### src/rtl/core/htd_pkg.sv
// Shared types and constants for the Huffman tree decoder.
// No dependencies; every other file of the block but htd_node_mem refers to this one.
package htd_pkg;

  localparam int NodeCountDef  = 1024;
  localparam int SymbolBitsDef = 9;

  localparam int IdxW     = 10;
  localparam int SymW     = 9;
  localparam int ModeW    = 2;
  localparam int CfgIdxW  = 1;
  localparam int CfgDataW = 10;

  localparam logic [ModeW-1:0] MODE_LOAD    = 2'd0;
  localparam logic [ModeW-1:0] MODE_DECODE  = 2'd1;
  localparam logic [ModeW-1:0] MODE_RESTART = 2'd2;

  localparam logic [CfgIdxW-1:0] CFG_ROOT = 1'b0;
  localparam logic [CfgIdxW-1:0] CFG_END  = 1'b1;

  localparam logic [SymW-1:0] EndSymbolRst = 9'd256;

  typedef enum logic [1:0] {
    ST_IDLE,
    ST_CUR,
    ST_CHILD,
    ST_ROOT
  } walk_state_t;

  typedef struct packed {
    logic [ModeW-1:0] mode;
    logic [IdxW-1:0]  node_index;
    logic [IdxW-1:0]  zero_child;
    logic [IdxW-1:0]  one_child;
    logic             leaf_mark;
    logic [SymW-1:0]  leaf_symbol;
    logic             code_bit;
    logic             bits_exhausted;
  } item_t;

  typedef struct packed {
    logic [SymW-1:0] symbol;
    logic            is_end;
    logic            is_error;
  } result_t;

endpackage

### src/rtl/core/htd_out_buf.sv
// Two-entry result buffer between the walk engine and the output channel.
// Depends on htd_pkg for the result type.
module htd_out_buf (
  input  logic              clk,
  input  logic              rst_n,
  input  logic              push,
  input  htd_pkg::result_t  push_res,
  output logic              room,
  output logic              out_valid,
  input  logic              out_stall,
  output htd_pkg::result_t  out_res
);

  logic [1:0]       count_r, count_nxt;
  htd_pkg::result_t head_r, head_nxt;
  htd_pkg::result_t tail_r, tail_nxt;
  logic             pop;

  assign out_valid = (count_r != 2'd0);
  assign pop       = out_valid && !out_stall;
  assign room      = (count_r != 2'd2);
  assign out_res   = head_r;

  always_comb begin
    head_nxt  = head_r;
    tail_nxt  = tail_r;
    count_nxt = count_r;
    unique case ({push, pop})
      2'b10: begin
        count_nxt = count_r + 2'd1;
        if (count_r == 2'd0) begin
          head_nxt = push_res;
        end else begin
          tail_nxt = push_res;
        end
      end
      2'b01: begin
        count_nxt = count_r - 2'd1;
        head_nxt  = tail_r;
      end
      2'b11: begin
        if (count_r == 2'd1) begin
          head_nxt = push_res;
        end else begin
          head_nxt = tail_r;
          tail_nxt = push_res;
        end
      end
      default: begin
      end
    endcase
  end

  always_ff @(posedge clk) begin
    if (!rst_n) begin
      count_r <= 2'd0;
    end else begin
      count_r <= count_nxt;
    end
  end

  always_ff @(posedge clk) begin
    head_r <= head_nxt;
    tail_r <= tail_nxt;
  end

endmodule

### config.mk
export PLATFORM = sky130hd
export DESIGN_NAME = htd_out_buf
export DESIGN_NICKNAME = d
export VERILOG_FILES = /design/src/rtl/core/htd_pkg.sv /design/src/rtl/core/htd_out_buf.sv
export SDC_FILE = /design/constraint.sdc
export NUM_CORES = 1
export LEC_CHECK = 0
export ABC_AREA = 1
export BUFFER_PORTS_ARGS = -buffer_cell sky130_fd_sc_hd__buf_2
export CAP_MARGIN = 30
export CELL_PAD_IN_SITES_DETAIL_PLACEMENT = 2
export CELL_PAD_IN_SITES_GLOBAL_PLACEMENT = 2
export CORE_ASPECT_RATIO = 1.75
export CORE_MARGIN = 2
export CORE_UTILIZATION = 29
export CTS_CLUSTER_DIAMETER = 100
export DETAILED_ROUTE_END_ITERATION = 10
export PLACE_DENSITY_LB_ADDON = 0.12
export SETUP_SLACK_MARGIN = 0.2
export SKIP_CTS_REPAIR_TIMING = 1
export SYNTH_ARGS = -nofsm -noshare
export SYNTH_HDL_FRONTEND = slang
export SYNTH_SLANG_ARGS = --single-unit
### constraint.sdc
create_clock -name clk -period 2.18 [get_ports clk]
set_input_delay 0.327 -clock clk [delete_from_list [all_inputs] [get_ports clk]]
set_output_delay 0.327 -clock clk [all_outputs]
set_load 0.03 [all_outputs]
==> qor.yml, run 1 <==
status:
  status: "completed"
sta:
  setup_tns_ns: 0
  max_freq_mhz: 582.5
  maxSlewHeadroom_pct: 71.20
  rsz0062_at_grt: "no"
  setup_viol: 0
  fin_crit_sh_pct: 78.75
  clock_skew_ns: 0.001304
  finalHoldViolCount: 0
  slew_violations: 0
  worst_pin_slew_ns: 0.4309
  min_period_ns: 1.717
detailed_routing:
  drtIter0Drc: 26
  vias: 762
  wire_per_inst_um: 14.85
  firstDrtPassIters: 4
  drc: 0
  viasPerCell: 4.563
  postRouteAntennaNets: 0
  drt_wl_total_mm: 2.480
synth:
  synth_warnings: 0
  synthDistinctLibCells: 18
  synth_edf_count: 22
  yosys-top-cells-area: "edfxtp_1 (64%), nand2_1 (9.8%), nand3_1 (6.3%), dfxtp_1 (3.9%), ha_1 (3.6%)"
  ys.flop_type: "edfxtp_1"
  ys_seq_area_share_pct: 67.55
  synth_common_cells: "nand2_1 (27), edfxtp_1 (22), nand3_1 (13), inv_1 (8)"
  syn_area_per_cell_um2: 11.52
  ys_ff_latch: 24
  synth.cell_area_um2: 1037
  synth_fp_nets: 108
  async_reset_ff_share_pct: 0
  yosys.area.top_type: "edfxtp_1"
  yosysMostFrequentCell: "nand2_1"
  syn_inst: 90
  synth_top_cell_area_share_pct: 63.69
floorplanning:
  die_area_um2: 4090
  die_w_um: 49.21
  initial_core_util_pct: 30.52
  die_y_um: 83.12
  row_count: 28
  core_area_um2: 3398
  pin_count: 28
min_path:
  hp-class: "input port to flip-flop"
  min_to: "tail_r[8]"
  whs_path_depth: 1
  holdCritStartpoint: "push_res[8]"
worst_setup_path:
  reg2reg_depth: 6
  cp_num_cells: 6
  critPathArrivalTime_ns: 1.73
  r2r_slack_ns: 0.46
  worstSetupPathType: "flip-flop to flip-flop"
  endpoint_kind: "flip-flop"
  critPathSlowestCell: "dfxtp_1"
  critPathBufInv: 1
  crit_fanout: 11
  critPathMaxStageDelay_ns: 0.36
  cp-start-kind: "flip-flop"
  cp_cell_sequence: "inv_1 > ha_1 > nand2_1 > nand2_2 > nand2_1 > nand2_1"
  timing.rr.start: "count_r[1]"
  r2r-end: "out_res[2]"
  worstPathRequired_ns: 2.20
  crit_top_cell: "nand2_1"
  critical_path.top_delay_family: "simple AND/OR/NAND/NOR gates"
clock_tree:
  clk_pin_slew_ns: 0.08
  htreeDepth: 1
  clock_sinks: 24
  cts_buffer_depth: 2
  clkLatencyLatePin_ns: 0.26
  tritoncts: "built"
  root_buffer: "clkbuf_8"
  numCtsBuffers: 3
power_and_ir_drop:
  p_leak_nw: 0.5622
  ir_worst_vdd_v: 0.0003730
  power_density_nw_per_um2: 1142
finish:
  area_growth_syn_to_layout_pct: 23.88
  seq_area_um2: 700.7
  n_fill_cell: 398
  final_nets: 141
  multi_input_area_um2: 295.3
  utilization_pct: 37.81
  drive_gt1_share_pct: 31.15
  diodes: 0
grt:
  grt_use_total_pct: 13.48
  grt_max_degree: 14
  antenna_found_initial: 0
  grt_first_pass_wirelength_mm: 4.181
  overflow: 0
  grt_pass1_vias: 891
placement:
  portBuffers: 27
  gp_congestion: 0.6561
  dp_hpwl_mm: 1.959
run:
  max_cap_violations: 0
[worst max-delay path by stage]
stage	start	end	slack [ns]
final	count_r[1]	out_res[2]	0.46
after global routing	count_r[1]	out_res[2]	0.32
after CTS	count_r[1]	out_res[2]	0.41
after detailed placement	count_r[1]	out_res[2]	0.42
after global placement	count_r[1]	out_res[2]	0.48
after floorplan	count_r[0]	out_res[0]	0.33
[cell type report]
cell class | instances | area share (%)
clock buffers | 4 | 3.505
inverters | 8 | 2.337
multi-input cells | 56 | 22.98
flip-flops and latches | 24 | 54.53
well taps | 45 | 4.382
repair buffers | 30 | 12.27
[where the power goes]
part | leakage [nW] | internal (mW) | total (mW) | switching, mW
Sequential | 0.226 | 0.640 | 0.670 | 0.0306
Clock | 0.0228 | 0.130 | 0.265 | 0.135
Combinational | 0.313 | 0.149 | 0.532 | 0.383
[kinds of logic (layout without fill, tap and decap cells)]
family          count (synthesis)  in the layout  synth area share [%]
flops                          24             24                 67.55
compound gates                  7              7                 4.464
buf+inv                        10             42                 4.463
simple gates                   46             46                 19.90
fa+ha+maj                       3              3                 3.619
[routing by layer]
metal	up-vias	track usage [%]	part of all wire (%)	wire length, um
met5	-	0	0	0
met3	2	2.158	3.5	87
met1	376	14.69	39	958
met2	15	23.96	57	1409
li1	369	-	-	-
met4	0	7.532	0.97	24
[through the flow]
stage / area [um^2] / hold WS, ns / worst slack [ns] / power [mW] / std cells
6_report: 1285 / 0.2519 / 0.4632 / 1.468 / 167
5_1_grt: 1285 / 0.2453 / 0.3153 / 1.558 / 167
4_1_cts: 1285 / 0.2401 / 0.4141 / 1.500 / 167
3_5_place_dp: 1240 / 0.5173 / 0.4205 / 1.231 / 163
3_3_place_gp: 1240 / 0.5162 / 0.4840 / 1.208 / 163
2_1_floorplan: 1042 / 0.4259 / 0.3267 / 1.050 / 90
[sequential cells by signal (all words and copies together) (netlist names)]
register	flops
out_res	11
count_r	2
tail_r	11
[layout by cell type, fill, tap and decap left out, drive strengths merged]
| cell | instances |
|---|---|
| inv | 8 |
| o21ai | 1 |
| a211oi | 1 |
| dfxtp | 2 |
| nor2 | 4 |
| o211ai | 1 |
| buf | 30 |
| a21oi | 3 |
| clkbuf | 4 |
| ha | 3 |
| nand2 | 29 |
| edfxtp | 22 |
| nand3 | 13 |
| o21bai | 1 |
Note: power is estimated with default switching activity, not from simulation.
==> run 2, diff against run 1 <==
clock period = 1.43 ns   (was 2.18 ns; I/O delays follow)
==> run 2 against run 1 <==
Utilization rose by 5.7 points. Sequential power rose by 54%. Non-clock buffer count rose by 11. Worst hold slack got worse by 0.12 ns. Largest cell class unchanged. Final area rose by 15%. Critical endpoint is now out_res[0]. Die area did not move. First-iteration DRC count fell by 69%. Largest power group is now combinational cells. Worst setup slack got worse by 0.49 ns. Wire length rose by 7.0%. The run now ends with negative setup slack left. Power rose by 73%.
==> qor.yml, run 2 (synthesized netlist as in run 1, its figures left out) <==
power_and_ir_drop:
  p_clk_share_pct: 15.6  # was 18.1%
  internal_power_mw: 1.611  # was 0.9191 mW
  p_total_mw: 2.546  # was 1.468 mW
  p_leak_nw: 0.6377  # was 0.5622 nW
  p_sw_share_pct: 36.71  # was 37.37%
  power_frac_seq_pct: 40.6  # was 45.7%
  power_density_nw_per_um2: 1720  # was 1142 nW/um^2
  ir_worst_vdd_v: 0.0007410  # was 0.0003730 V
  pwr-share-comb_pct: 43.8  # was 36.3%
  p_sw_mw: 0.9346  # was 0.5485 mW
sta:
  fin_ws_ns: -0.02427  # was 0.4632 ns
  min_period_ns: 1.454  # was 1.717 ns
  clock_skew_ns: 0.005225  # was 0.001304 ns
  rsz0062_at_grt: "yes"  # was no
  setup_viol: 17  # was 0
  worst_pin_slew_ns: 0.3817  # was 0.4309 ns
  fin_crit_sh_pct: 101.7  # was 78.75%
  max_freq_mhz: 687.6  # was 582.5 MHz
  finalHoldViolCount: 0  # unchanged
  maxSlewHeadroom_pct: 74.38  # was 71.20%
  setup_tns_ns: -0.2671  # was 0 ns
  slew_violations: 0  # unchanged
finish:
  drive_gt1_share_pct: 47.37  # was 31.15%
  final_cell_mix: "buf_2 (25), nand2_1 (24), edfxtp_1 (22)"  # was nand2_1 (27), buf_2 (27), edfxtp_1 (22)
  post-route-cell-area_um2: 1480  # was 1285 um^2
  area_growth_syn_to_layout_pct: 42.70  # was 23.88%
  final_common_cell: "buf_2"
  seq_area_um2: 703.2  # was 700.7 um^2
  multi_input_area_um2: 371.6  # was 295.3 um^2
  utilization_pct: 43.56  # was 37.81%
  diodes: 0  # unchanged
  final_nets: 152  # was 141
  n_fill_cell: 389  # was 398
  stdcell_count: 178  # was 167
worst_setup_path:
  reg2reg_depth: 5  # was 6
  critical_path.top_delay_family: "flip-flops"  # was simple AND/OR/NAND/NOR gates
  worstPathRequired_ns: 1.41  # was 2.20 ns
  endpoint_kind: "flip-flop"  # unchanged
  critPathBufInv: 2  # was 1
  critPathArrivalTime_ns: 1.43  # was 1.73 ns
  cp_cell_sequence: "inv_4 > ha_4 > nor2_4 > o21bai_4 > buf_6"  # was inv_1 > ha_1 > nand2_1 > nand2_2 > nand2_1 > nand2_1
  worstSetupPathType: "flip-flop to flip-flop"  # unchanged
  critPathMaxStageDelay_ns: 0.36  # about the same
  crit_fanout: 7  # was 11
  critPathSlowestCell: "dfxtp_2"  # was dfxtp_1
  cp_num_cells: 5  # was 6
  cp-start-kind: "flip-flop"  # unchanged
clock_tree:
  clkLatencyLatePin_ns: 0.26  # about the same
  tritoncts: "built"  # unchanged
  cts_buffer_depth: 2  # unchanged
  clk_pin_slew_ns: 0.08  # about the same
  htreeDepth: 1  # unchanged
  clock_sinks: 24  # unchanged
  numCtsBuffers: 3  # unchanged
  root_buffer: "clkbuf_8"  # unchanged
grt:
  grt_pass1_vias: 909  # was 891
  grt_use_total_pct: 13.56  # was 13.48%
  met1_usage_pct: 13.05  # was 14.69%
  grt_max_degree: 14  # unchanged
  met2_usage_pct: 26.54  # was 23.96%
  grtUsageMet3_pct: 2.158  # unchanged
  overflow: 0  # unchanged
  grt_busiest_layer: "met2"  # unchanged
  antenna_found_initial: 0  # unchanged
  grt_first_pass_wirelength_mm: 4.209  # was 4.181 mm
placement:
  dp.cells: 167  # was 163
  gp_congestion: 0.6437  # was 0.6561
  portBuffers: 27  # unchanged
  dp_hpwl_mm: 1.997  # was 1.959 mm
  dpl-instance-area_um2: 1306  # was 1240 um^2
detailed_routing:
  drt_wl_total_mm: 2.654  # was 2.480 mm
  drc: 0  # unchanged
  drtIter0Drc: 8  # was 26
  firstDrtPassIters: 3  # was 4
  wire_per_inst_um: 14.91  # was 14.85 um
  postRouteAntennaNets: 0  # unchanged
  vias: 805  # was 762
  viasPerCell: 4.522  # was 4.563
floorplanning:
  core_area_um2: 3398  # unchanged
  initial_core_util_pct: 30.52  # unchanged
  pin_count: 28  # unchanged
  row_count: 28  # unchanged
  die_area_um2: 4090  # unchanged
  die_y_um: 83.12  # unchanged
  die_w_um: 49.21  # unchanged
status:
  violations: "negative setup slack"
  status: "complete, but fails checks"  # was completed
min_path:
  hp-class: "input port to flip-flop"  # unchanged
  whs_path_depth: 1  # unchanged
run:
  max_cap_violations: 0  # unchanged
run 2: worst paths after layout:
check / startpoint / endpoint / slack (ns)
min: push_res[10] / tail_r[10] / 0.14
max reg2reg: count_r[0] / out_res[0] / -0.02
min reg2reg: count_r[1] / count_r[1] / 0.52
max: count_r[0] / out_res[0] / -0.02
run 2: power groups by stage:
stage               Sequential (mW)  Clock [mW]  Combinational [mW]
CTS                            1.03       0.417               0.945
global placement               1.04           0               0.911
floorplan                      1.23           0               0.440
global route                   1.05       0.443                1.21
finish                         1.03       0.398                1.11
detailed placement             1.05           0               0.942
run 2: final cells by class:
cell class	count	area share, %
Tap cell	45	3.804
Timing Repair Buffer	41	18.34
Sequential cell	24	47.51
Inverter	8	2.198
Multi-Input combinational cell	56	25.11
Clock buffer	4	3.043
run 2: metrics by stage:
step / hold slack [ns] / worst slack (ns)
floorplan: 0.3134 / -0.01200
global placement: 0.4070 / 0.05853
detailed placement: 0.4088 / -0.01270
CTS: 0.1317 / -0.01834
global route: 0.1296 / -0.07221
finish: 0.1366 / -0.02427
run 2: metal layers:
layer,wire (um),vias to the layer above
met1,933,397
li1,-,393
met4,21,0
met3,75,2
met2,1623,13
met5,0,-
run 2: worst reg2reg max path, stage by stage (launching register included):
cell and delay (ns):
dfxtp_2 0.36, inv_4 0.05, ha_4 0.17, nor2_4 0.25, o21bai_4 0.19, buf_6 0.15
