## src/rtl/core/htd_pkg.sv

```systemverilog
// Shared types and constants for the Huffman tree decoder.
// No dependencies; every other file of the block but htd_node_mem refers to this one.
package htd_pkg;

  localparam int NodeCountDef  = 1024;
  localparam int SymbolBitsDef = 9;

  localparam int IdxW     = 10;
  localparam int SymW     = 9;
  localparam int ModeW    = 2;
  localparam int CfgIdxW  = 1;
  localparam int CfgDataW = 10;

  localparam logic [ModeW-1:0] MODE_LOAD    = 2'd0;
  localparam logic [ModeW-1:0] MODE_DECODE  = 2'd1;
  localparam logic [ModeW-1:0] MODE_RESTART = 2'd2;

  localparam logic [CfgIdxW-1:0] CFG_ROOT = 1'b0;
  localparam logic [CfgIdxW-1:0] CFG_END  = 1'b1;

  localparam logic [SymW-1:0] EndSymbolRst = 9'd256;

  typedef enum logic [1:0] {
    ST_IDLE,
    ST_CUR,
    ST_CHILD,
    ST_ROOT
  } walk_state_t;

  typedef struct packed {
    logic [ModeW-1:0] mode;
    logic [IdxW-1:0]  node_index;
    logic [IdxW-1:0]  zero_child;
    logic [IdxW-1:0]  one_child;
    logic             leaf_mark;
    logic [SymW-1:0]  leaf_symbol;
    logic             code_bit;
    logic             bits_exhausted;
  } item_t;

  typedef struct packed {
    logic [SymW-1:0] symbol;
    logic            is_end;
    logic            is_error;
  } result_t;

endpackage

```

## src/rtl/core/htd_walk.sv

```systemverilog
// Tree walk engine: input holding stage, config registers, node caches, sequencer.
// Depends on htd_pkg; drives htd_node_mem and feeds htd_out_buf.
module htd_walk #(
  parameter int NODE_COUNT  = htd_pkg::NodeCountDef,
  parameter int SYMBOL_BITS = htd_pkg::SymbolBitsDef
) (
  input  logic                          clk,
  input  logic                          rst_n,
  input  logic                          in_valid,
  output logic                          in_stall,
  input  htd_pkg::item_t                in_item,
  input  logic                          cfg_wr_en,
  input  logic [htd_pkg::CfgIdxW-1:0]   cfg_index,
  input  logic [htd_pkg::CfgDataW-1:0]  cfg_data,
  output logic                          mem_wr_en,
  output logic [$clog2(NODE_COUNT)-1:0] mem_wr_addr,
  output logic [2*htd_pkg::IdxW+SYMBOL_BITS:0] mem_wr_data,
  output logic                          mem_rd_en,
  output logic [$clog2(NODE_COUNT)-1:0] mem_rd_addr,
  input  logic [2*htd_pkg::IdxW+SYMBOL_BITS:0] mem_rd_data,
  input  logic                          buf_room,
  output logic                          push,
  output htd_pkg::result_t              push_res
);

  localparam int IW = htd_pkg::IdxW;
  localparam int SB = SYMBOL_BITS;
  localparam int EW = 2 * IW + SB + 1;
  localparam int AW = $clog2(NODE_COUNT);

  // entry layout: {symbol, leaf, one child, zero child}
  function automatic logic ent_leaf(input logic [EW-1:0] e);
    ent_leaf = e[2*IW];
  endfunction

  function automatic logic [SB-1:0] ent_sym(input logic [EW-1:0] e);
    ent_sym = e[EW-1 -: SB];
  endfunction

  function automatic logic in_range(input logic [IW-1:0] idx);
    in_range = (32'(idx) < 32'(NODE_COUNT));
  endfunction

  htd_pkg::walk_state_t state_r, state_nxt;
  htd_pkg::item_t       hold_r;
  logic                 hold_vld_r;
  logic [IW-1:0]        root_r;
  logic [htd_pkg::SymW-1:0] end_r;
  logic [IW-1:0]        cur_node_r, cur_node_nxt;
  logic [EW-1:0]        cur_ent_r, cur_ent_nxt;
  logic                 cur_vld_r, cur_vld_nxt;
  logic [EW-1:0]        root_ent_r, root_ent_nxt;
  logic                 root_vld_r, root_vld_nxt;
  logic                 stopped_r, stopped_nxt;
  logic [IW-1:0]        child_r, child_nxt;
  logic                 bit_r, bit_nxt;
  logic                 exh_r, exh_nxt;
  logic                 rd_oor_r, rd_oor_nxt;

  logic          take, is_decode, is_restart;
  logic          miss, rst_hit, rst_miss;
  logic          do_proc, proc_leaf, proc_err, proc_child;
  logic [EW-1:0] rd_ent, proc_ent, root_eff_ent, load_ent, emit_ent;
  logic          proc_bit, proc_exh, root_fill, root_eff_vld;
  logic          emit, go_root;
  logic [IW-1:0] rd_idx, child_idx;

  assign rd_ent = rd_oor_r ? '0 : mem_rd_data;

  assign take       = hold_vld_r && (state_r == htd_pkg::ST_IDLE) && buf_room;
  assign in_stall   = hold_vld_r && !take;
  assign is_decode  = take && (hold_r.mode == htd_pkg::MODE_DECODE) && !stopped_r;
  assign is_restart = take && (hold_r.mode == htd_pkg::MODE_RESTART);
  assign miss       = is_decode && !cur_vld_r;
  assign rst_hit    = is_restart && root_vld_r;
  assign rst_miss   = is_restart && !root_vld_r;

  // the current node's entry is either cached or has just been read
  assign do_proc    = (is_decode && cur_vld_r) || (state_r == htd_pkg::ST_CUR);
  assign proc_ent   = (state_r == htd_pkg::ST_CUR) ? rd_ent : cur_ent_r;
  assign proc_bit   = (state_r == htd_pkg::ST_CUR) ? bit_r : hold_r.code_bit;
  assign proc_exh   = (state_r == htd_pkg::ST_CUR) ? exh_r : hold_r.bits_exhausted;
  assign proc_leaf  = do_proc && ent_leaf(proc_ent);
  assign proc_err   = do_proc && !ent_leaf(proc_ent) && proc_exh;
  assign proc_child = do_proc && !ent_leaf(proc_ent) && !proc_exh;
  assign child_idx  = proc_bit ? proc_ent[2*IW-1 -: IW] : proc_ent[IW-1:0];

  // any read that lands on the root also refreshes the root cache
  assign root_fill = ((state_r == htd_pkg::ST_CUR) && (cur_node_r == root_r)) ||
                     ((state_r == htd_pkg::ST_CHILD) && (child_r == root_r)) ||
                     (state_r == htd_pkg::ST_ROOT);
  assign root_eff_ent = root_fill ? rd_ent : root_ent_r;
  assign root_eff_vld = root_fill || root_vld_r;

  assign load_ent = {SB'(hold_r.leaf_symbol), hold_r.leaf_mark,
                     hold_r.one_child, hold_r.zero_child};

  // next state
  always_comb begin
    state_nxt = state_r;
    unique case (state_r)
      htd_pkg::ST_IDLE: begin
        if (miss) begin
          state_nxt = htd_pkg::ST_CUR;
        end else if (rst_miss) begin
          state_nxt = htd_pkg::ST_ROOT;
        end else if (proc_child) begin
          state_nxt = htd_pkg::ST_CHILD;
        end
      end
      htd_pkg::ST_CUR: begin
        state_nxt = proc_child ? htd_pkg::ST_CHILD : htd_pkg::ST_IDLE;
      end
      htd_pkg::ST_CHILD: state_nxt = htd_pkg::ST_IDLE;
      htd_pkg::ST_ROOT:  state_nxt = htd_pkg::ST_IDLE;
      default:           state_nxt = htd_pkg::ST_IDLE;
    endcase
  end

  // datapath and outputs
  always_comb begin
    cur_node_nxt = cur_node_r;
    cur_ent_nxt  = cur_ent_r;
    cur_vld_nxt  = cur_vld_r;
    root_ent_nxt = root_ent_r;
    root_vld_nxt = root_vld_r;
    stopped_nxt  = stopped_r;
    child_nxt    = child_r;
    bit_nxt      = bit_r;
    exh_nxt      = exh_r;
    mem_wr_en    = 1'b0;
    mem_wr_addr  = AW'(hold_r.node_index);
    mem_wr_data  = load_ent;
    mem_rd_en    = 1'b0;
    rd_idx       = cur_node_r;
    emit         = 1'b0;
    emit_ent     = proc_ent;
    go_root      = 1'b0;
    push         = 1'b0;
    push_res     = '0;

    if (root_fill) begin
      root_ent_nxt = rd_ent;
      root_vld_nxt = 1'b1;
    end

    unique case (state_r)
      htd_pkg::ST_IDLE: begin
        if (take && (hold_r.mode == htd_pkg::MODE_LOAD) && in_range(hold_r.node_index)) begin
          mem_wr_en = 1'b1;
          if (hold_r.node_index == cur_node_r) begin
            cur_ent_nxt = load_ent;
            cur_vld_nxt = 1'b1;
          end
          if (hold_r.node_index == root_r) begin
            root_ent_nxt = load_ent;
            root_vld_nxt = 1'b1;
          end
        end
        if (is_restart) begin
          cur_node_nxt = root_r;
          stopped_nxt  = 1'b0;
          cur_ent_nxt  = root_ent_r;
          cur_vld_nxt  = root_vld_r;
        end
        if (rst_hit && ent_leaf(root_ent_r)) begin
          emit     = 1'b1;
          emit_ent = root_ent_r;
        end
        if (rst_miss) begin
          mem_rd_en = 1'b1;
          rd_idx    = root_r;
        end
        if (miss) begin
          mem_rd_en = 1'b1;
          rd_idx    = cur_node_r;
          bit_nxt   = hold_r.code_bit;
          exh_nxt   = hold_r.bits_exhausted;
        end
      end
      htd_pkg::ST_CUR: begin
        cur_ent_nxt = rd_ent;
        cur_vld_nxt = 1'b1;
      end
      htd_pkg::ST_CHILD: begin
        if (ent_leaf(rd_ent)) begin
          emit     = 1'b1;
          emit_ent = rd_ent;
        end else begin
          cur_node_nxt = child_r;
          cur_ent_nxt  = rd_ent;
          cur_vld_nxt  = 1'b1;
        end
      end
      htd_pkg::ST_ROOT: begin
        cur_ent_nxt = rd_ent;
        cur_vld_nxt = 1'b1;
        if (ent_leaf(rd_ent)) begin
          emit     = 1'b1;
          emit_ent = rd_ent;
        end
      end
      default: begin
      end
    endcase

    if (proc_leaf) begin
      emit     = 1'b1;
      emit_ent = proc_ent;
    end
    if (proc_err) begin
      push              = 1'b1;
      push_res.is_error = 1'b1;
      stopped_nxt       = 1'b1;
      go_root           = 1'b1;
    end
    if (proc_child) begin
      mem_rd_en = 1'b1;
      rd_idx    = child_idx;
      child_nxt = child_idx;
    end

    if (emit) begin
      push            = 1'b1;
      push_res.symbol = htd_pkg::SymW'(ent_sym(emit_ent));
      push_res.is_end = (ent_sym(emit_ent) == SB'(end_r));
      if (push_res.is_end) begin
        stopped_nxt = 1'b1;
      end
      go_root = 1'b1;
    end
    if (go_root) begin
      cur_node_nxt = root_r;
      cur_ent_nxt  = root_eff_ent;
      cur_vld_nxt  = root_eff_vld;
    end
  end

  assign mem_rd_addr = AW'(rd_idx);
  assign rd_oor_nxt  = mem_rd_en ? !in_range(rd_idx) : rd_oor_r;

  always_ff @(posedge clk) begin
    if (!rst_n) begin
      state_r    <= htd_pkg::ST_IDLE;
      hold_vld_r <= 1'b0;
      cur_node_r <= '0;
      cur_vld_r  <= 1'b0;
      root_vld_r <= 1'b0;
      stopped_r  <= 1'b0;
      root_r     <= '0;
      end_r      <= htd_pkg::EndSymbolRst;
    end else begin
      state_r    <= state_nxt;
      cur_node_r <= cur_node_nxt;
      cur_vld_r  <= cur_vld_nxt;
      root_vld_r <= root_vld_nxt;
      stopped_r  <= stopped_nxt;
      if (in_valid && !in_stall) begin
        hold_vld_r <= 1'b1;
      end else if (take) begin
        hold_vld_r <= 1'b0;
      end
      if (cfg_wr_en) begin
        unique case (cfg_index)
          htd_pkg::CFG_ROOT: begin
            root_r     <= cfg_data;
            root_vld_r <= 1'b0;
          end
          htd_pkg::CFG_END: end_r <= cfg_data[htd_pkg::SymW-1:0];
          default: begin
          end
        endcase
      end
    end
  end

  always_ff @(posedge clk) begin
    if (in_valid && !in_stall) begin
      hold_r <= in_item;
    end
    cur_ent_r  <= cur_ent_nxt;
    root_ent_r <= root_ent_nxt;
    child_r    <= child_nxt;
    bit_r      <= bit_nxt;
    exh_r      <= exh_nxt;
    rd_oor_r   <= rd_oor_nxt;
  end

endmodule

```

## config.mk

```make
export PLATFORM = sky130hd
export DESIGN_NAME = htd_walk
export DESIGN_NICKNAME = d
export VERILOG_FILES = /design/src/rtl/core/htd_pkg.sv /design/src/rtl/core/htd_walk.sv
export SDC_FILE = /design/constraint.sdc
export NUM_CORES = 1
export LEC_CHECK = 0
export ABC_AREA = 1
export BUFFER_PORTS_ARGS = -buffer_cell sky130_fd_sc_hd__clkbuf_2
export CAP_MARGIN = 20
export CORE_MARGIN = 2
export CORE_UTILIZATION = 45
export DETAILED_ROUTE_END_ITERATION = 8
export GPL_ROUTABILITY_DRIVEN = 0
export PLACE_DENSITY = 0.74
export SETUP_SLACK_MARGIN = 0.15
export SYNTH_ARGS = -nofsm -noshare
export SYNTH_HDL_FRONTEND = slang
export SYNTH_SLANG_ARGS = --single-unit
```

## constraint.sdc

```tcl
create_clock -name clk -period 6.75 [get_ports clk]
set_input_delay 0.3375 -clock clk [delete_from_list [all_inputs] [get_ports clk]]
set_output_delay 0.3375 -clock clk [all_outputs]
set_load 0.01 [all_outputs]
```

==> results of run 1 <==
[per-stage QoR]
stage               power (mW)  util, %  setup WS, ns
detailed placement        1.65     48.8          2.78
finish                    2.61     52.2          2.81
global route              2.73     52.2          2.56
CTS                       2.62     52.0          2.31
global placement          1.63     48.8          3.01
floorplan                 1.51        -          3.66
[power breakdown]
part / internal (mW) / switching (mW) / total [mW]
logic: 0.189 / 0.272 / 0.461
registers: 1.10 / 0.0739 / 1.18
clock network: 0.590 / 0.383 / 0.973
[cell usage in the layout (no fill, tap or decap), drive strengths merged, types with 18 or more instances in the layout]
cell,instances
nand2,229
clkbuf,174
o21ai,155
inv,123
edfxtp,86
nor2,68
dfxtp,65
a21oi,58
a31oi,39
mux2,29
nand3,26
xor2,18
[area by class of cell]
| type | instances | share of cell area (%) |
|---|---|---|
| sequential | 151 | 40.2 |
| multi-input combinational | 686 | 36.9 |
| timing repair buffer | 164 | 8.89 |
| inverter | 123 | 4.78 |
| clock buffer | 20 | 4.62 |
| tap | 234 | 3.03 |
| clock inverter | 12 | 1.59 |
| antenna | 1 | 0.0259 |
[cells by family (layout without fill, tap and decap cells)]
| family | count (synthesis) | count (layout) | synth area share (%) |
|---|---|---|---|
| mux | 30 | 30 | 4.00 |
| xor+xnor | 23 | 23 | 2.39 |
| compound gates | 278 | 278 | 17.9 |
| simple gates | 355 | 355 | 17.6 |
| buf+inv | 218 | 319 | 11.9 |
| other cells | 0 | 1 | 0 |
| flops | 151 | 151 | 46.1 |
[worst register-to-register path: stages (launching register included)]
cell     delay (ns)
dfxtp_1        0.46
inv_2          0.09
nand2_2        0.06
buf_4          0.53
nor2_2         0.11
nand3_1        0.16
nand2_2        0.09
nand2_1        0.14
nand3_4        0.12
nor2_4         0.12
buf_4          0.52
nand3_1        0.29
o21ai_2        0.17
inv_2          0.16
o21ai_0        0.20
a31oi_1        0.06
[per-layer routing]
metal / vias up / wire, um / GRT usage, %
met3: 53 / 1740 / 5.13
met5: - / 0 / 0
li1: 3713 / - / -
met2: 326 / 10400 / 37.5
met1: 3431 / 9860 / 30.7
met4: 0 / 677 / 8.84
[final timing paths]
path                     from             end  slack [ns]  depth (start not counted)
hold / removal    in_item[37]  mem_wr_addr[5]        0.08                          1
setup / recovery   state_r[1]  mem_rd_addr[9]        2.81                         10
setup reg to reg   state_r[1]   cur_node_r[0]        3.36                         15
hold reg to reg     hold_r[1]           bit_r        0.46                          0
[sequential cells by signal, summed over array words and instances, names as in the netlist, 2 cells and up]
register	flops
child_r	10
cur_ent_r	30
cur_node_r	10
end_r	9
hold_r	4
mem_wr_addr	10
mem_wr_data	30
root_ent_r	30
root_r	10
state_r	2
==> out/qor.txt, run 1 <==
Worst-path cell chain - nor2_1 -> nand2_1 -> nor2_4 -> buf_4 -> inv_1 -> nor2_1 -> buf_4 -> o21ai_0 -> o21ai_0 -> clkbuf_2
Hold Slack - 0.0757 ns
Slew Viols, Final - 0
Netlist Area Pre-Place - 8420 sq um
Worst-path clk slew - 0.07 ns
Cell variety after synth - 40
HPWL Detailed - 16.3 mm
Worst Path Arrival - 3.60 ns
Die area - 19800 sq um
Final setup violation count - 0
Vias per inst - 5.41
Buffers on Ports - 154
Core area - 18500 sq um
Clk buf depth - 2
VDD IR max - 0.184 mV
Synth top cells by count - nand2_1 (227), o21ai_0 (123), inv_1 (117)
Final ANT Viol Nets - 0
Tmin final - 3.94 ns
Initial DRT Pass Iterations - 5
DR WL/cell - 16.3 um
Crit path largest cell delay - 0.72 ns
Setup tns final - 0 ns
Area occupied by multi-input gates - 3560 sq um
# hold bufs at CTS - 0
Fmax - 254 MHz
Post-synth EDFFs - 86
GRT overflow - 0
Count leader, synth - nand2_1
CTS root buf - clkbuf_16
Synth area leader - edfxtp_1
Predominant post-synthesis flop cell - edfxtp_1
Mean Syn Cell Area - 7.98 sq um
Initial Utilization - 45.4%
Final Instance Count excl. Fillers - 1391
Initial antenna violation count - 1
Lkg Pwr - 4.14 nW
Hold Path Class - primary input to flip-flop
# Post-CTS Setup Buffers - 0
Layout cells sized above 1 - 21.2%
# placed instances - 1356
First-pass GRT wire length - 36.2 mm
WP data required - 6.41 ns
Top cell type's share of synthesized area - 30.7%
Worst Path Max Fanout - 67
Pwr/cell area - 270 nW/um^2
Die W - 141 um
YS warnings - 0
Crit start category - flip-flop
Synth area leaders - edfxtp_1 (31%), dfxtp_1 (15%), nand2_1 (10%)
Initial DRC Count - 697
Final Hold Viols - 0
CTS tree - built
CTS Buf Count - 17
Type of the worst setup path - flip-flop to primary output
Clock latency on the worst-skew pair - 0.43 ns
Mapped Cells - 1055
Nets - 1233
Layout area overhead - 14.8%
Post-CTS sizing - 0
Slowest-stage cell, CP - nor2_1
Row count - 50
Flops & latches, synth - 151
Vias in the first global route - 7047
DIE HEIGHT - 141 um
Crit path buf inv count - 4
Sequential share of the synthesized area - 46.1%
Crit end category - primary output
Async S/R FF share, synth - 0%
H-tree levels - 4
RSZ-0062 raised after global routing - no
Slew at the pin with the worst max-slew slack - 0.898 ns
Sequential cell area - 3880 sq um
Design Area, Final - 9660 sq um
Final Skew - 0.0148 ns
Routed WL - 22.7 mm
Outcome - finished, final reports clean
Rel. slew slack - 39.9%
Fill cells - 1718
Fin crit share - 58.4%
Total track usage - 23.2%
DRC violations left - 0
Maxcap violations - 0
Largest net degree at the start of global routing - 68
IO Count - 155
Crit path max-delay family - simple AND/OR/NAND/NOR gates
Placed Area - 9030 sq um
Clock tree sinks - 151
Via count - 7523
Syn_nets - 1145
Power figures use the tool's default switching activity.
==> run 2: changes to the inputs <==
Clock period 6.75 ns to 3.72 ns, I/O delays scaled along.
==> out/qor.txt, run 2 (same netlist as run 1, synthesis figures left out) <==
Worst-path cell chain - inv_2 -> nor2_4 -> buf_4 -> nand2_1 -> nand2_1 -> o211ai_1 -> o21ai_0 -> nand2_1 -> o21ai_0 -> clkbuf_2
Slew at the pin with the worst max-slew slack - 0.777 ns (-0.121 ns)
Buffers on Ports - 154 (unchanged)
Outcome - finished, final reports clean
CTS root buf - clkbuf_16
Final Instance Count excl. Fillers - 1439 (+3.5%)
Post-route total power - 4.63 mW (+77%)
# hold bufs at CTS - 44 (+44)
Int Pwr - 3.25 mW (+73%)
WP data required - 3.53 ns (-2.88 ns)
Nets - 1282 (+4.0%)
Initial DRT Pass Iterations - 6 (+1)
Hold Slack - 0.0170 ns (-0.0587 ns)
Vias in the first global route - 7154 (+1.5%)
Final ANT Viol Nets - 0 (unchanged)
Tmin final - 3.25 ns
Routed WL - 22.6 mm (-0.60%)
Type of the worst setup path - flip-flop to primary output
Clock tree sinks - 151 (unchanged)
Final Skew - 0.0133 ns (-0.00149 ns)
RR Startpoint - state_r[1]
CTS tree - built
Hold Startpoint - cfg_data[8]
Clock latency on the worst-skew pair - 0.43 ns (about the same)
VDD IR max - 0.358 mV (+94%)
Most frequent cells in the layout - nand2_1 (226), clkbuf_2 (154), o21ai_0 (123)
Via count - 7635 (+1.5%)
Final setup violation count - 0 (unchanged)
DRC violations left - 0 (unchanged)
Fmax - 308 MHz
Switching Share - 29.8% (+1.9 points)
Largest net degree at the start of global routing - 61 (-10%)
Worst Path Arrival - 3.06 ns (-0.54 ns)
Final Hold Viols - 0 (unchanged)
Die area - 19800 sq um (unchanged)
Maxcap violations - 0 (unchanged)
Setup crit start - state_r[0]
Worst-path clk slew - 0.06 ns (about the same)
Top cell by count, worst path - nand2_1
Slew Viols, Final - 0 (unchanged)
Row count - 50 (unchanged)
Hold Path Class - primary input to flip-flop
Crit start category - flip-flop
Crit end category - primary output
DR WL/cell - 15.7 um (-3.9%)
HPWL Detailed - 15.9 mm (-2.4%)
Fill cells - 1696 (-1.3%)
Slowest-stage cell, CP - nand2_1
CTS Buf Count - 17 (unchanged)
Layout area overhead - 19.6%
Setup tns final - 0 ns (unchanged)
Fin crit share - 87.3%
Post-CTS sizing - 0 (unchanged)
Core area - 18500 sq um (unchanged)
Lkg Pwr - 4.33 nW (+4.6%)
H-tree levels - 4 (unchanged)
Die W - 141 um (unchanged)
Layout cells sized above 1 - 20.8% (-0.36 points)
Crit path largest cell delay - 0.47 ns (-0.25 ns)
Seq pwr share - 45.9% (+0.8 points)
NetSw - 1.38 mW (+90%)
Rel. slew slack - 48.1% (+8.2 points)
First-pass GRT wire length - 35.6 mm (-1.8%)
Initial DRC Count - 595 (-15%)
IO Count - 155 (unchanged)
Vias per inst - 5.31 (-1.9%)
Clk network pwr share - 35.2% (-2.1 points)
Combinational power share - 18.9% (+1.3 points)
# placed instances - 1363 (+0.52%)
Worst Path Max Fanout - 39 (-42%)
Total track usage - 22.7% (-0.52 points)
GRT overflow - 0 (unchanged)
Leading cell type in the layout, fill and taps excluded - nand2_1
RSZ-0062 raised after global routing - no
Pwr/cell area - 460 nW/um^2 (+70%)
Final Core Density - 54.4% (+2.2 points)
# Post-CTS Setup Buffers - 0 (unchanged)
Initial Utilization - 45.4% (unchanged)
DIE HEIGHT - 141 um (unchanged)
ANT cells - 0 (-1)
Initial antenna violation count - 0 (-1)
Clk buf depth - 2 (unchanged)
==> run 2: cell types whose count changed in the layout (fill, tap and decap cells not counted) <==
cell           delta
buf_12            -1
buf_4             +6
bufinv_16         -3
clkbuf_8          -1
clkinv_1          -1
clkinv_4          -1
clkinvlp_4        -2
diode_2           -1
dlygate4sd3_1    +44
inv_6             +6
inv_8             +2
==> run 2: worst max-delay path, delay by kind of cell, from the launching register on <==
family / cells / cell delay, ns
AO/OA/AOI/OAI: 3 / 0.50
buffers and inverters: 3 / 0.70
flip-flops: 1 / 0.42
AND/OR/NAND/NOR: 4 / 0.98
==> run 2: worst paths after layout <==
path	end	slack, ns	cells after the start
max	mem_rd_addr[7]	0.47	10
max reg2reg	cur_node_r[5]	0.83	15
min reg2reg	bit_r	0.46	0
min	end_r[8]	0.02	3
==> run 2: layout make-up <==
type | instances | area, sq um | share of cell area [%]
well taps | 234 | 293 | 2.91
multi-input cells | 686 | 3560 | 35.4
clock inverters | 13 | 111 | 1.11
repair buffers | 213 | 1320 | 13.2
clock buffers | 19 | 433 | 4.30
flip-flops and latches | 151 | 3880 | 38.6
inverters | 123 | 462 | 4.59
==> run 2: through the flow <==
step | setup slack, ns | cell area (sq um)
floorplan | 0.628 | 8420
global route | 0.184 | 10100
finish | 0.472 | 10100
detailed placement | 0.892 | 9080
global placement | 0.955 | 9080
CTS | 0.472 | 10100
==> run 2: layer usage <==
metal	track usage (%)	share of wire, %	up-vias
met4	7.42	2.0	0
met1	29.6	43	3510
met3	5.57	7.5	29
met2	37.3	47	300
met5	0	0	-
li1	-	-	3796
==> run 2: power by group through the flow <==
| stage | logic, mW | registers [mW] | clock network [mW] |
|---|---|---|---|
| 3_5_place_dp | 0.828 | 2.16 | 0 |
| 3_3_place_gp | 0.800 | 2.15 | 0 |
| 6_report | 0.873 | 2.13 | 1.63 |
| 5_1_grt | 0.981 | 2.15 | 1.73 |
| 2_1_floorplan | 0.638 | 2.11 | 0 |
| 4_1_cts | 0.870 | 2.12 | 1.65 |
